File: src/hdl/aes_pkg.sv
// ----------------------------------------------------------------------------
// aes_pkg
// Shared types, constants and round functions for the block encrypt core.
// ----------------------------------------------------------------------------
`default_nettype none

package aes_pkg;

	localparam int ROUND_COUNT = 10;
	localparam int BLOCK_W     = 128;
	localparam int HALF_W      = 64;
	localparam int CFG_IDX_W   = 1;

	typedef enum logic [CFG_IDX_W-1:0] {
		REG_KEY_HIGH = 1'b0,
		REG_KEY_LOW  = 1'b1
	} cfg_reg_t;

	// Per-stage round options
	typedef struct packed {
		logic pre_key;   // fold the initial key addition in ahead of the round
		logic last;      // final round: no column mixing
	} round_mode_t;

	localparam logic [7:0] GF_POLY = 8'h1B;

	localparam logic [7:0] SBOX_TAB [256] = '{
		8'h63,8'h7c,8'h77,8'h7b,8'hf2,8'h6b,8'h6f,8'hc5,8'h30,8'h01,8'h67,8'h2b,8'hfe,8'hd7,8'hab,8'h76,
		8'hca,8'h82,8'hc9,8'h7d,8'hfa,8'h59,8'h47,8'hf0,8'had,8'hd4,8'ha2,8'haf,8'h9c,8'ha4,8'h72,8'hc0,
		8'hb7,8'hfd,8'h93,8'h26,8'h36,8'h3f,8'hf7,8'hcc,8'h34,8'ha5,8'he5,8'hf1,8'h71,8'hd8,8'h31,8'h15,
		8'h04,8'hc7,8'h23,8'hc3,8'h18,8'h96,8'h05,8'h9a,8'h07,8'h12,8'h80,8'he2,8'heb,8'h27,8'hb2,8'h75,
		8'h09,8'h83,8'h2c,8'h1a,8'h1b,8'h6e,8'h5a,8'ha0,8'h52,8'h3b,8'hd6,8'hb3,8'h29,8'he3,8'h2f,8'h84,
		8'h53,8'hd1,8'h00,8'hed,8'h20,8'hfc,8'hb1,8'h5b,8'h6a,8'hcb,8'hbe,8'h39,8'h4a,8'h4c,8'h58,8'hcf,
		8'hd0,8'hef,8'haa,8'hfb,8'h43,8'h4d,8'h33,8'h85,8'h45,8'hf9,8'h02,8'h7f,8'h50,8'h3c,8'h9f,8'ha8,
		8'h51,8'ha3,8'h40,8'h8f,8'h92,8'h9d,8'h38,8'hf5,8'hbc,8'hb6,8'hda,8'h21,8'h10,8'hff,8'hf3,8'hd2,
		8'hcd,8'h0c,8'h13,8'hec,8'h5f,8'h97,8'h44,8'h17,8'hc4,8'ha7,8'h7e,8'h3d,8'h64,8'h5d,8'h19,8'h73,
		8'h60,8'h81,8'h4f,8'hdc,8'h22,8'h2a,8'h90,8'h88,8'h46,8'hee,8'hb8,8'h14,8'hde,8'h5e,8'h0b,8'hdb,
		8'he0,8'h32,8'h3a,8'h0a,8'h49,8'h06,8'h24,8'h5c,8'hc2,8'hd3,8'hac,8'h62,8'h91,8'h95,8'he4,8'h79,
		8'he7,8'hc8,8'h37,8'h6d,8'h8d,8'hd5,8'h4e,8'ha9,8'h6c,8'h56,8'hf4,8'hea,8'h65,8'h7a,8'hae,8'h08,
		8'hba,8'h78,8'h25,8'h2e,8'h1c,8'ha6,8'hb4,8'hc6,8'he8,8'hdd,8'h74,8'h1f,8'h4b,8'hbd,8'h8b,8'h8a,
		8'h70,8'h3e,8'hb5,8'h66,8'h48,8'h03,8'hf6,8'h0e,8'h61,8'h35,8'h57,8'hb9,8'h86,8'hc1,8'h1d,8'h9e,
		8'he1,8'hf8,8'h98,8'h11,8'h69,8'hd9,8'h8e,8'h94,8'h9b,8'h1e,8'h87,8'he9,8'hce,8'h55,8'h28,8'hdf,
		8'h8c,8'ha1,8'h89,8'h0d,8'hbf,8'he6,8'h42,8'h68,8'h41,8'h99,8'h2d,8'h0f,8'hb0,8'h54,8'hbb,8'h16
	};

	// Doubling in GF(2^8): reduce when the top bit is set
	function automatic logic [7:0] xtime(input logic [7:0] a);
		return {a[6:0], 1'b0} ^ (a[7] ? GF_POLY : 8'h00);
	endfunction

	// Byte i of the state sits at bits [127-8i -: 8]
	function automatic logic [7:0] get_byte(input logic [BLOCK_W-1:0] s, input int i);
		return s[BLOCK_W-1-8*i -: 8];
	endfunction

	// Substitute every byte and rotate row r left by r
	function automatic logic [BLOCK_W-1:0] sub_rotate(input logic [BLOCK_W-1:0] s);
		logic [BLOCK_W-1:0] t;
		t = '0;
		for (int r = 0; r < 4; r++) begin
			for (int c = 0; c < 4; c++) begin
				t[BLOCK_W-1-8*(4*r+c) -: 8] = SBOX_TAB[get_byte(s, 4*r + ((c + r) % 4))];
			end
		end
		return t;
	endfunction

	// Mix each column (bytes c, 4+c, 8+c, 12+c)
	function automatic logic [BLOCK_W-1:0] mix_columns(input logic [BLOCK_W-1:0] s);
		logic [BLOCK_W-1:0] t;
		logic [7:0] a0, a1, a2, a3, d0, d1, d2, d3;
		t = '0;
		for (int c = 0; c < 4; c++) begin
			a0 = get_byte(s, c);
			a1 = get_byte(s, 4 + c);
			a2 = get_byte(s, 8 + c);
			a3 = get_byte(s, 12 + c);
			d0 = xtime(a0);
			d1 = xtime(a1);
			d2 = xtime(a2);
			d3 = xtime(a3);
			t[BLOCK_W-1-8*c -: 8]      = d0 ^ d1 ^ a1 ^ a2 ^ a3;
			t[BLOCK_W-1-8*(4+c) -: 8]  = a0 ^ d1 ^ d2 ^ a2 ^ a3;
			t[BLOCK_W-1-8*(8+c) -: 8]  = a0 ^ a1 ^ d2 ^ d3 ^ a3;
			t[BLOCK_W-1-8*(12+c) -: 8] = d0 ^ a0 ^ a1 ^ a2 ^ d3;
		end
		return t;
	endfunction

endpackage

`default_nettype wire

File: src/hdl/aes_ifs.sv
// ----------------------------------------------------------------------------
// aes_ifs
// Valid/ready channel interfaces: plaintext in, ciphertext out, key writes.
// ----------------------------------------------------------------------------
`default_nettype none


interface aes_cfg_if;
	logic                           valid;
	logic                           ready;
	logic [aes_pkg::CFG_IDX_W-1:0]  index;
	logic [63:0]                    data;
	modport source (output valid, output index, output data, input ready);
	modport sink   (input valid, input index, input data, output ready);
endinterface

`default_nettype wire

File: src/hdl/aes_key_regs.sv
// ----------------------------------------------------------------------------
// aes_key_regs
// Holds the two 64-bit key halves written over the configuration channel.
// ----------------------------------------------------------------------------
`default_nettype none

module aes_key_regs (
	input  wire logic                          clk,
	input  wire logic                          arst_n,
	aes_cfg_if.sink                            cfg,
	output logic [aes_pkg::BLOCK_W-1:0]        key
);

	logic [aes_pkg::HALF_W-1:0] key_high_q;
	logic [aes_pkg::HALF_W-1:0] key_low_q;

	assign cfg.ready = 1'b1;
	assign key       = {key_high_q, key_low_q};

	always_ff @(posedge clk or negedge arst_n) begin
		if (!arst_n) begin
			key_high_q <= '0;
			key_low_q  <= '0;
		end else if (cfg.valid) begin
			unique case (aes_pkg::cfg_reg_t'(cfg.index))
				aes_pkg::REG_KEY_HIGH: key_high_q <= cfg.data;
				aes_pkg::REG_KEY_LOW:  key_low_q  <= cfg.data;
				default: ;
			endcase
		end
	end

endmodule

`default_nettype wire

File: src/flat_wrapper.sv
// flat-port wrapper written by rule: the top's interface ports become plain ports
module aes_key_regs_flat 
  (clk, arst_n, key, cfg_valid, cfg_index, cfg_data, cfg_ready);
  aes_cfg_if cfg_i ();
  input  wire logic clk;
  input  wire logic arst_n;
  output logic [aes_pkg::BLOCK_W-1:0] key;
  input wire logic [$bits(cfg_i.valid)-1:0] cfg_valid;
  input wire logic [$bits(cfg_i.index)-1:0] cfg_index;
  input wire logic [$bits(cfg_i.data)-1:0] cfg_data;
  output wire logic [$bits(cfg_i.ready)-1:0] cfg_ready;
  assign cfg_i.valid = cfg_valid;
  assign cfg_i.index = cfg_index;
  assign cfg_i.data = cfg_data;
  assign cfg_ready = cfg_i.ready;
  aes_key_regs u_core (.clk(clk), .arst_n(arst_n), .cfg(cfg_i), .key(key));
endmodule
File: config.mk
export PLATFORM = sky130hd
export DESIGN_NAME = aes_key_regs_flat
export DESIGN_NICKNAME = d
export VERILOG_FILES = /design/src/hdl/aes_pkg.sv /design/src/hdl/aes_ifs.sv /design/src/hdl/aes_key_regs.sv /design/src/flat_wrapper.sv
export SDC_FILE = /design/constraint.sdc
export NUM_CORES = 1
export LEC_CHECK = 0
export BUFFER_PORTS_ARGS = -buffer_cell sky130_fd_sc_hd__clkbuf_2
export CORE_ASPECT_RATIO = 0.6
export CORE_MARGIN = 2
export CORE_UTILIZATION = 45
export DETAILED_ROUTE_END_ITERATION = 8
export HOLD_SLACK_MARGIN = 0.1
export PLACE_DENSITY = 0.82
export SYNTH_ARGS = -nofsm -noshare
export SYNTH_HDL_FRONTEND = slang
export SYNTH_SLANG_ARGS = --single-unit
File: constraint.sdc
create_clock -name clk -period 1 [get_ports clk]
set_input_delay 0.05 -clock clk [delete_from_list [all_inputs] [get_ports clk]]
set_output_delay 0.05 -clock clk [all_outputs]
set_load 0.02 [all_outputs]
; Yosys cells after proc, flatten, opt, wreduce, memory -nomap -nowiden
; Cells that the tools add are included.
; Widths: inputs -> output; s select.
[totals]
reg_bits = 128
out_inout_bits = 129
wordCells = 5
[classes]
n_bitwise = 1
reduce_logical = 2
[ops]
columns = op, n
row1 = $reduce_and 2->1, 2
row2 = $not 1->1, 1

; Longest topological paths before layout
; Gate-level depths: netlist of run 1.
[depth]
word_depth = 2
mapped_depth = 4
mapped_depth_nobuf = 2

; Worst setup path after synthesis of run 1
; No wires, ideal clock.
[synth_path]
path_kind = in2reg
startpoint = input cfg_index
endpoint = register u_core.key_high_q[10] in the netlist's numbering
t_arrival_ps = 750
t_required_ps = 875
setup_slack_ps = 125
cell_stages = 4
path_cell_list = nand2b_4 -> buf_12 -> buf_12 -> mux2_4
[synth_between]
elab_chain_len = 2
[synth_lines]
columns = element, line_no
row1 = from (decl), flat_wrapper.sv:9  ; input wire logic [$bits(cfg_i.index)-1:0] cfg_index;
row2 = $not 1->1 (no line), --
row3 = $reduce_and 2->1 (no line), --
row4 = to (signal assigned), aes_key_regs.sv:26  ; aes_pkg::REG_KEY_HIGH: key_high_q <= cfg.data;
row5 = to (decl), aes_key_regs.sv:14  ; logic [aes_pkg::HALF_W-1:0] key_high_q;
; No other way between the ends.
; A chain may end at the register's enable or synchronous reset.

; Worst setup path in the final report of run 1
[layout_path]
startpoint = register u_core.key_high_q[53] in the netlist's numbering
endpoint = output key[117] in the netlist's numbering
[layout_lines]
columns = element, line_no
row1 = to (decl), flat_wrapper.sv:7  ; output logic [aes_pkg::BLOCK_W-1:0] key;
; No word-level cell between the ends.

==> impl_metrics.csv, run 1 <==
group,metric,value,unit
sta,rsz0062_at_grt,"yes",
global_route,met2_usage,35.5,%
outcome,outcome,"finished, violations left",
sta,skew,0,ps
sta,finalMaxSlewViolations,0,
global_route,grt_pass1_vias,3800,
worst_setup_path,worstSetupPathType,"flop to output port",
detailed_routing,vias,3577,
synthesis,yosysTopAreaCell,"dfrtp_1",
placed_design,portBuffers,195,
worst_setup_path,cp_top_family,"flip-flops",
cts,cts_tree,"built",
finish,area_delta_synth_final,68.4,%
worst_setup_path,critPathCaptureType,"output port",
synthesis,synth.top_cells.by_area,"dfrtp_1, mux2_4, mux2_2",
finish,final_area,8630,µm²
placed_design,place_hpwl,7870,µm
synthesis,avgSynthCellArea,18.8,µm²
cts,clk_pin_slew,60,ps
floorplanning,rows,30,
floorplanning,initial_core_util,45.8,%
power,pwr_density_cell,2000,nW/µm²
detailed_routing,drtAntennaViolNets,0,
finish,diodes,0,
worst_setup_path,cp.arrival,980,ps
cts,root_buffer,"clkbuf_16",
power,clockPowerShare,32.6,%
finish,final_cells,748,
power,power_frac_comb,29.1,%
worst_setup_path,cp-start-kind,"flop",
global_route,grt_use_met1,25.0,%
cts,cts_inserted_buffers,17,
global_route,gr-total-overflow,0,
placed_design,place_area,6230,µm²
sta,fmax,970,MHz
floorplanning,die_area,12300,µm²
worst_setup_path,cpPeakStageDelay,420,ps
cts,clock-sinks,128,
finish,fillers,583,
finish,fin_util,77.1,%
outcome,violations,"negative setup slack",
synthesis,yosysSeqAreaShare,62.5,%
global_route,grtUsageMet3,6.91,%
global_route,busiest_layer,"met2",
placed_design,place_inst,607,
placed_design,gp_congestion,0.772,
worst_setup_path,r2r_start,"u_core.key_high_q[53]",
global_route,grt_max_degree,69,
worst_setup_path,crit_path_start,"u_core.key_high_q[53]",
sta,period_share,103,%
power,seqPwrFrac,38.3,%
synthesis,synth_nets,341,
synthesis,syn_inst,273,
detailed_routing,wirelength,14500,µm
floorplanning,io_pins,197,
cts,htree_levels,4,
detailed_routing,wl_per_cell,19.4,µm
finish,drive_gt1_share,66.9,%
sta,final.setup.worst_slack,-31.3,ps
global_route,grt_pass1_wl,19500,µm
worst_setup_path,worstPathRequired,950,ps
synthesis,synth_seq_cells,128,
floorplanning,die_h,86.7,µm
run,cap_violations,0,
detailed_routing,drt-vias-per-instance,4.78,
power,swShare,28.5,%
synthesis,ys_warn_count,0,
global_route,antenna_found_initial,0,
synthesis,synth_top_area_share,62.5,%
min_path,hold_path_class,"input port to async pin",
global_route,grtUsageTotal,20.7,%
finish,fin_nets,660,
synthesis,syn_area,5120,µm²
worst_setup_path,worst-path-buf-inv,1,
sta,setup-tns-final,-212,ps
sta,layout_min_cycle_time,1030,ps
cts,clk-insertion-delay-late,400,ps
sta,final-hold-violation-count,0,
power,ir_drop,0.00125,V
floorplanning,core_area,11200,µm²
worst_setup_path,cp_slowest_cell,"dfrtp_1",
power,switching_power,0.00491,W
power,power.leakage,4.27,nW
worst_setup_path,cp_cell_sequence,"clkbuf_8",
synthesis,ys_types,11,
detailed_routing,drt-initial-drc-count,92,
detailed_routing,drcViolationCount,0,
cts,clock_path_buffers,2,
detailed_routing,first_pass_iters,4,
power,internal_power,0.0123,W
worst_setup_path,critPathMaxFanout,2,
sta,finalSetupViolCount,25,
floorplanning,die_x,142,µm
## state kept, by name (all words and copies together) (netlist names)
| name | count |
|---|---|
| u_core.key_high_q | 64 |
| u_core.key_low_q | 64 |
## tightest hold or removal path: cells and delay by family
family	cells	cell delay (ps)
buffers and inverters	3	950
## stage by stage
step           worst slack (ps)  hold slack [ps]  total power, W
6_report                  -31.3              200          0.0173
5_1_grt                   -57.9              232          0.0179
4_1_cts                   -41.5              204          0.0162
3_5_place_dp              -69.1             87.6         0.00984
3_3_place_gp              -42.9             88.2         0.00972
2_1_floorplan               125             -246         0.00852
## cells in the mapped netlist (all sizes together)
library cell    n
buf            13
nand2b          1
clkbuf          1
dfrtp         128
mux2          128
nand2           1
conb            1
## power by group through the flow
stage / logic (W) / registers [W] / clock network [W]
floorplan: 0.00115 / 0.00738 / 0
global placement: 0.00328 / 0.00644 / 0
detailed placement: 0.00336 / 0.00648 / 0
CTS: 0.00405 / 0.00641 / 0.00574
global route: 0.00525 / 0.00668 / 0.00596
finish: 0.00502 / 0.00661 / 0.00562
## per-layer routing
metal	wire length [µm]	share of wire [%]
met5	0	0
met4	112	0.77
met3	991	6.8
met2	7600	52
met1	5810	40
## worst paths after layout
path,to,slack [ps],depth (start not counted)
max in group asynchronous,u_core.key_high_q[54],470,3
max,key[117],-30,1
min in group clk,u_core.key_low_q[47],270,4
min reg2reg,u_core.key_low_q[41],510,1
min,u_core.key_high_q[36],200,3
max reg2reg,u_core.key_high_q[53],60,2
## placed cells by master (no fill, tap or decap)
cell and count:
mux2_1 4, buf_12 8, mux2_4 62, nand2_4 1, clkbuf_16 17, clkinv_4 2, buf_4 47, dfrtp_1 128
dlygate4sd3_1 65, clkbuf_1 2, clkbuf_2 67, clkbuf_8 26, mux2_2 62, clkinvlp_4 2, buf_6 99, nand2b_4 1
conb_1 1, buf_8 3, clkinv_2 6, bufinv_16 1
## repair_timing
| action | CTS | global route |
|---|---|---|
| setup endpoints to repair | 89 | 127 |
| hold buffers | 65 | 0 |
| gates resized for setup | 55 | 301 |
| pin swaps | 0 | 0 |
| setup buffers | 26 | 19 |
| hold endpoints to repair | 256 | 0 |
## area by class of cell
type	instances	area, µm²	area share (%)
clock inverters	11	92.6	1.07
repair buffers	314	3000	34.8
clock buffers	20	447	5.18
flip-flops and latches	128	3200	37.1
well taps	144	180	2.09
multi-input cells	131	1700	19.7
## cells by family after synthesis
| kind of cell | count (synthesis) | synth area share [%] |
|---|---|---|
| buffers and inverters | 14 | 4.25 |
| DFF | 128 | 62.5 |
| muxes | 128 | 32.7 |
| other | 1 | 0.0732 |
| and+or+nand+nor | 2 | 0.488 |
Note: power is estimated with default switching activity, not from simulation.
==> inputs of run 2 (changes only) <==
- ABC_AREA: unset -> 1
==> impl_metrics.csv, run 2 <==
group,metric,value,unit
synthesis,synth_compound_area_share,0,%
synthesis,synth_nets,625,
synthesis,post-synth-top-count-cell,"nand2_1",
synthesis,avgSynthCellArea,9.18,µm²
synthesis,synth-simple-area-share,31.6,%
cts,clock_path_buffers,2,
finish,seqCellArea,3200,µm²
placed_design,place_inst,873,
worst_setup_path,worst_r2r_endpoint,"u_core.key_high_q[44]",
cts,cts_tree,"built",
finish,fillers,587,
worst_setup_path,critPathMaxFanout,2,
sta,final-hold-violation-count,0,
floorplanning,rows,30,
worst_setup_path,cp-start-kind,"flop",
detailed_routing,drt-vias-per-instance,5.36,
finish,drive_gt1_share,35.2,%
synthesis,synth.top_cells.by_area,"dfrtp_1, nand2_1, nand3_1",
synthesis,syn_area,5110,µm²
sta,period_share,103,%
finish,layout_common_cells,"nand2_1, nand3_1, dfrtp_1",
finish,top_regs,"u_core.key_high_q (64), u_core.key_low_q (64)",
finish,area_delta_synth_final,73.4,%
worst_setup_path,crit_path_start,"u_core.key_low_q[56]",
synthesis,synth_xor_area_share,0,%
worst_setup_path,crit_path_end,"key[56]",
worst_setup_path,cp_cell_sequence,"clkbuf_8",
finish,layout_commonest_cell,"nand2_1",
detailed_routing,wirelength,19500,µm
worst_setup_path,rrSetupSlack,0,ps
sta,hold_ws,167,ps
sta,rsz0062_at_grt,"yes",
global_route,gr-total-overflow,0,
sta,finalMaxSlewViolations,0,
synthesis,yosys.area_share.adder,0,%
synthesis,synthMuxAreaShare,0,%
synthesis,yosysSeqAreaShare,62.6,%
synthesis,ys_warn_count,0,
detailed_routing,drcViolationCount,0,
global_route,grt_pass1_vias,5167,
cts,root_buffer,"clkbuf_16",
floorplanning,io_pins,197,
floorplanning,initial_core_util,45.7,%
synthesis,synth_top_family_by_area,"simple AND/OR/NAND/NOR gates",
cts,htree_levels,4,
synthesis,synth_edf_count,0,
finish,fin_nets,951,
worst_setup_path,r2r_start,"u_core.key_high_q[44]",
power,pwr_density_cell,1940,nW/µm²
placed_design,gp_congestion,0.830,
cts,clk_pin_slew,60,ps
global_route,antenna_found_initial,0,
sta,setup-tns-final,-420,ps
synthesis,synth_top_area_share,62.6,%
synthesis,synthFlopType,"dfrtp_1",
sta,final.setup.worst_slack,-33.2,ps
detailed_routing,first_pass_iters,5,
floorplanning,die_h,86.6,µm
cts,cts_inserted_buffers,17,
min_path,hold_path_class,"input port to flop",
worst_setup_path,cpPeakStageDelay,410,ps
outcome,violations,"negative setup slack",
worst_setup_path,worstSetupPathType,"flop to output port",
detailed_routing,drt-initial-drc-count,452,
worst_setup_path,cp.arrival,980,ps
synthesis,yosysTopAreaCell,"dfrtp_1",
floorplanning,die_area,12300,µm²
synthesis,syn_inst,557,
worst_setup_path,worstPathRequired,950,ps
worst_setup_path,r2r.worst_path.cells,4,
sta,fmax,968,MHz
worst_setup_path,cp.depth,1,
detailed_routing,drtAntennaViolNets,0,
worst_setup_path,cp_top_family,"flip-flops",
synthesis,synth_commonest_cells,"nand2_1, dfrtp_1, nand3_1",
cts,clock-sinks,128,
power,power.leakage,4.80,nW
global_route,grt_pass1_wl,26200,µm
cts,clk-insertion-delay-late,400,ps
floorplanning,core_area,11200,µm²
run,cap_violations,0,
placed_design,place_hpwl,9360,µm
global_route,grt_max_degree,73,
sta,skew,0,ps
worst_setup_path,worst-path-buf-inv,1,
power,total_power,0.0172,W
placed_design,portBuffers,195,
global_route,grtUsageTotal,27.5,%
worst_setup_path,critPathCaptureType,"output port",
detailed_routing,wl_per_cell,18.8,µm
finish,diodes,0,
synthesis,synth_seq_cells,128,
finish,final_cells,1040,
outcome,outcome,"finished, violations left",
sta,finalSetupViolCount,30,
detailed_routing,vias,5574,
worst_setup_path,cp_slowest_cell,"dfrtp_1",
finish,multiInputGateArea,1620,µm²
power,ir_drop,0.00137,V
min_path,holdPathStages,4,
synthesis,ys_types,9,
floorplanning,die_x,142,µm
sta,layout_min_cycle_time,1030,ps
synthesis,async_flop_share,100,%
## run 2: what timing repair did
action	4_1_cts	5_1_grt
setup buffers	21	49
endpoints found under the setup margin	108	128
hold buffers	65	0
endpoints found under the hold margin	256	0
pin swaps	0	0
resized for setup	46	318
## run 2: stage by stage
step / cell area, µm² / util, % / setup WS, ps
2_1_floorplan: 5110 / - / 324
3_3_place_gp: 6250 / 55.8 / 109
3_5_place_dp: 6250 / 55.8 / 58.7
4_1_cts: 7850 / 70.1 / -36.7
5_1_grt: 8870 / 79.3 / -58.1
6_report: 8870 / 79.3 / -33.2
## run 2: cell families (layout without fill, tap and decap cells)
| group | after synthesis | count (layout) |
|---|---|---|
| buffers and inverters | 42 | 381 |
| flip-flops | 128 | 128 |
| other | 1 | 1 |
| AND/OR/NAND/NOR | 386 | 386 |
## run 2: metal layers
| layer | part of all wire, % | global-route usage [%] | routed length [µm] | vias up |
|---|---|---|---|---|
| met5 | 0 | 0 | 0 | - |
| met4 | 3.4 | 9.45 | 663 | 0 |
| met3 | 10 | 8.18 | 2010 | 67 |
| met2 | 48 | 44.8 | 9390 | 433 |
| met1 | 38 | 35.7 | 7480 | 2637 |
| li1 | - | - | - | 2437 |
## run 2: where the power goes
part	internal, W	switching [W]	total (W)	leakage [nW]
logic	0.00229	0.00226	0.00456	2.93
clock network	0.00397	0.00226	0.00623	0.287
registers	0.00584	0.000574	0.00641	1.58
total	0.0121	0.00510	0.0172	4.80
## run 2: layout make-up
class | instances | area share, %
inverter | 1 | 0.0423
tap | 144 | 2.03
multi-input combinational | 387 | 18.2
clock inverter | 11 | 1.57
clock buffer | 21 | 5.08
timing repair buffer | 348 | 36.9
sequential | 128 | 36.1
## run 2: how the worst min path moves through the flow
stage,from,slack (ps),to
final,cfg_index,170,u_core.key_low_q[36]
after detailed placement,arst_n,90,u_core.key_low_q[57]
after global placement,arst_n,90,u_core.key_low_q[57]
after CTS,cfg_index,140,u_core.key_low_q[32]
after floorplan,arst_n,-250,u_core.key_high_q[0]
after global routing,cfg_index,170,u_core.key_low_q[22]
## run 2: worst min-delay path, stage by stage
cell and delay [ps]:
clkbuf_2 140, buf_12 190, nand3_1 90, nand2_1 50
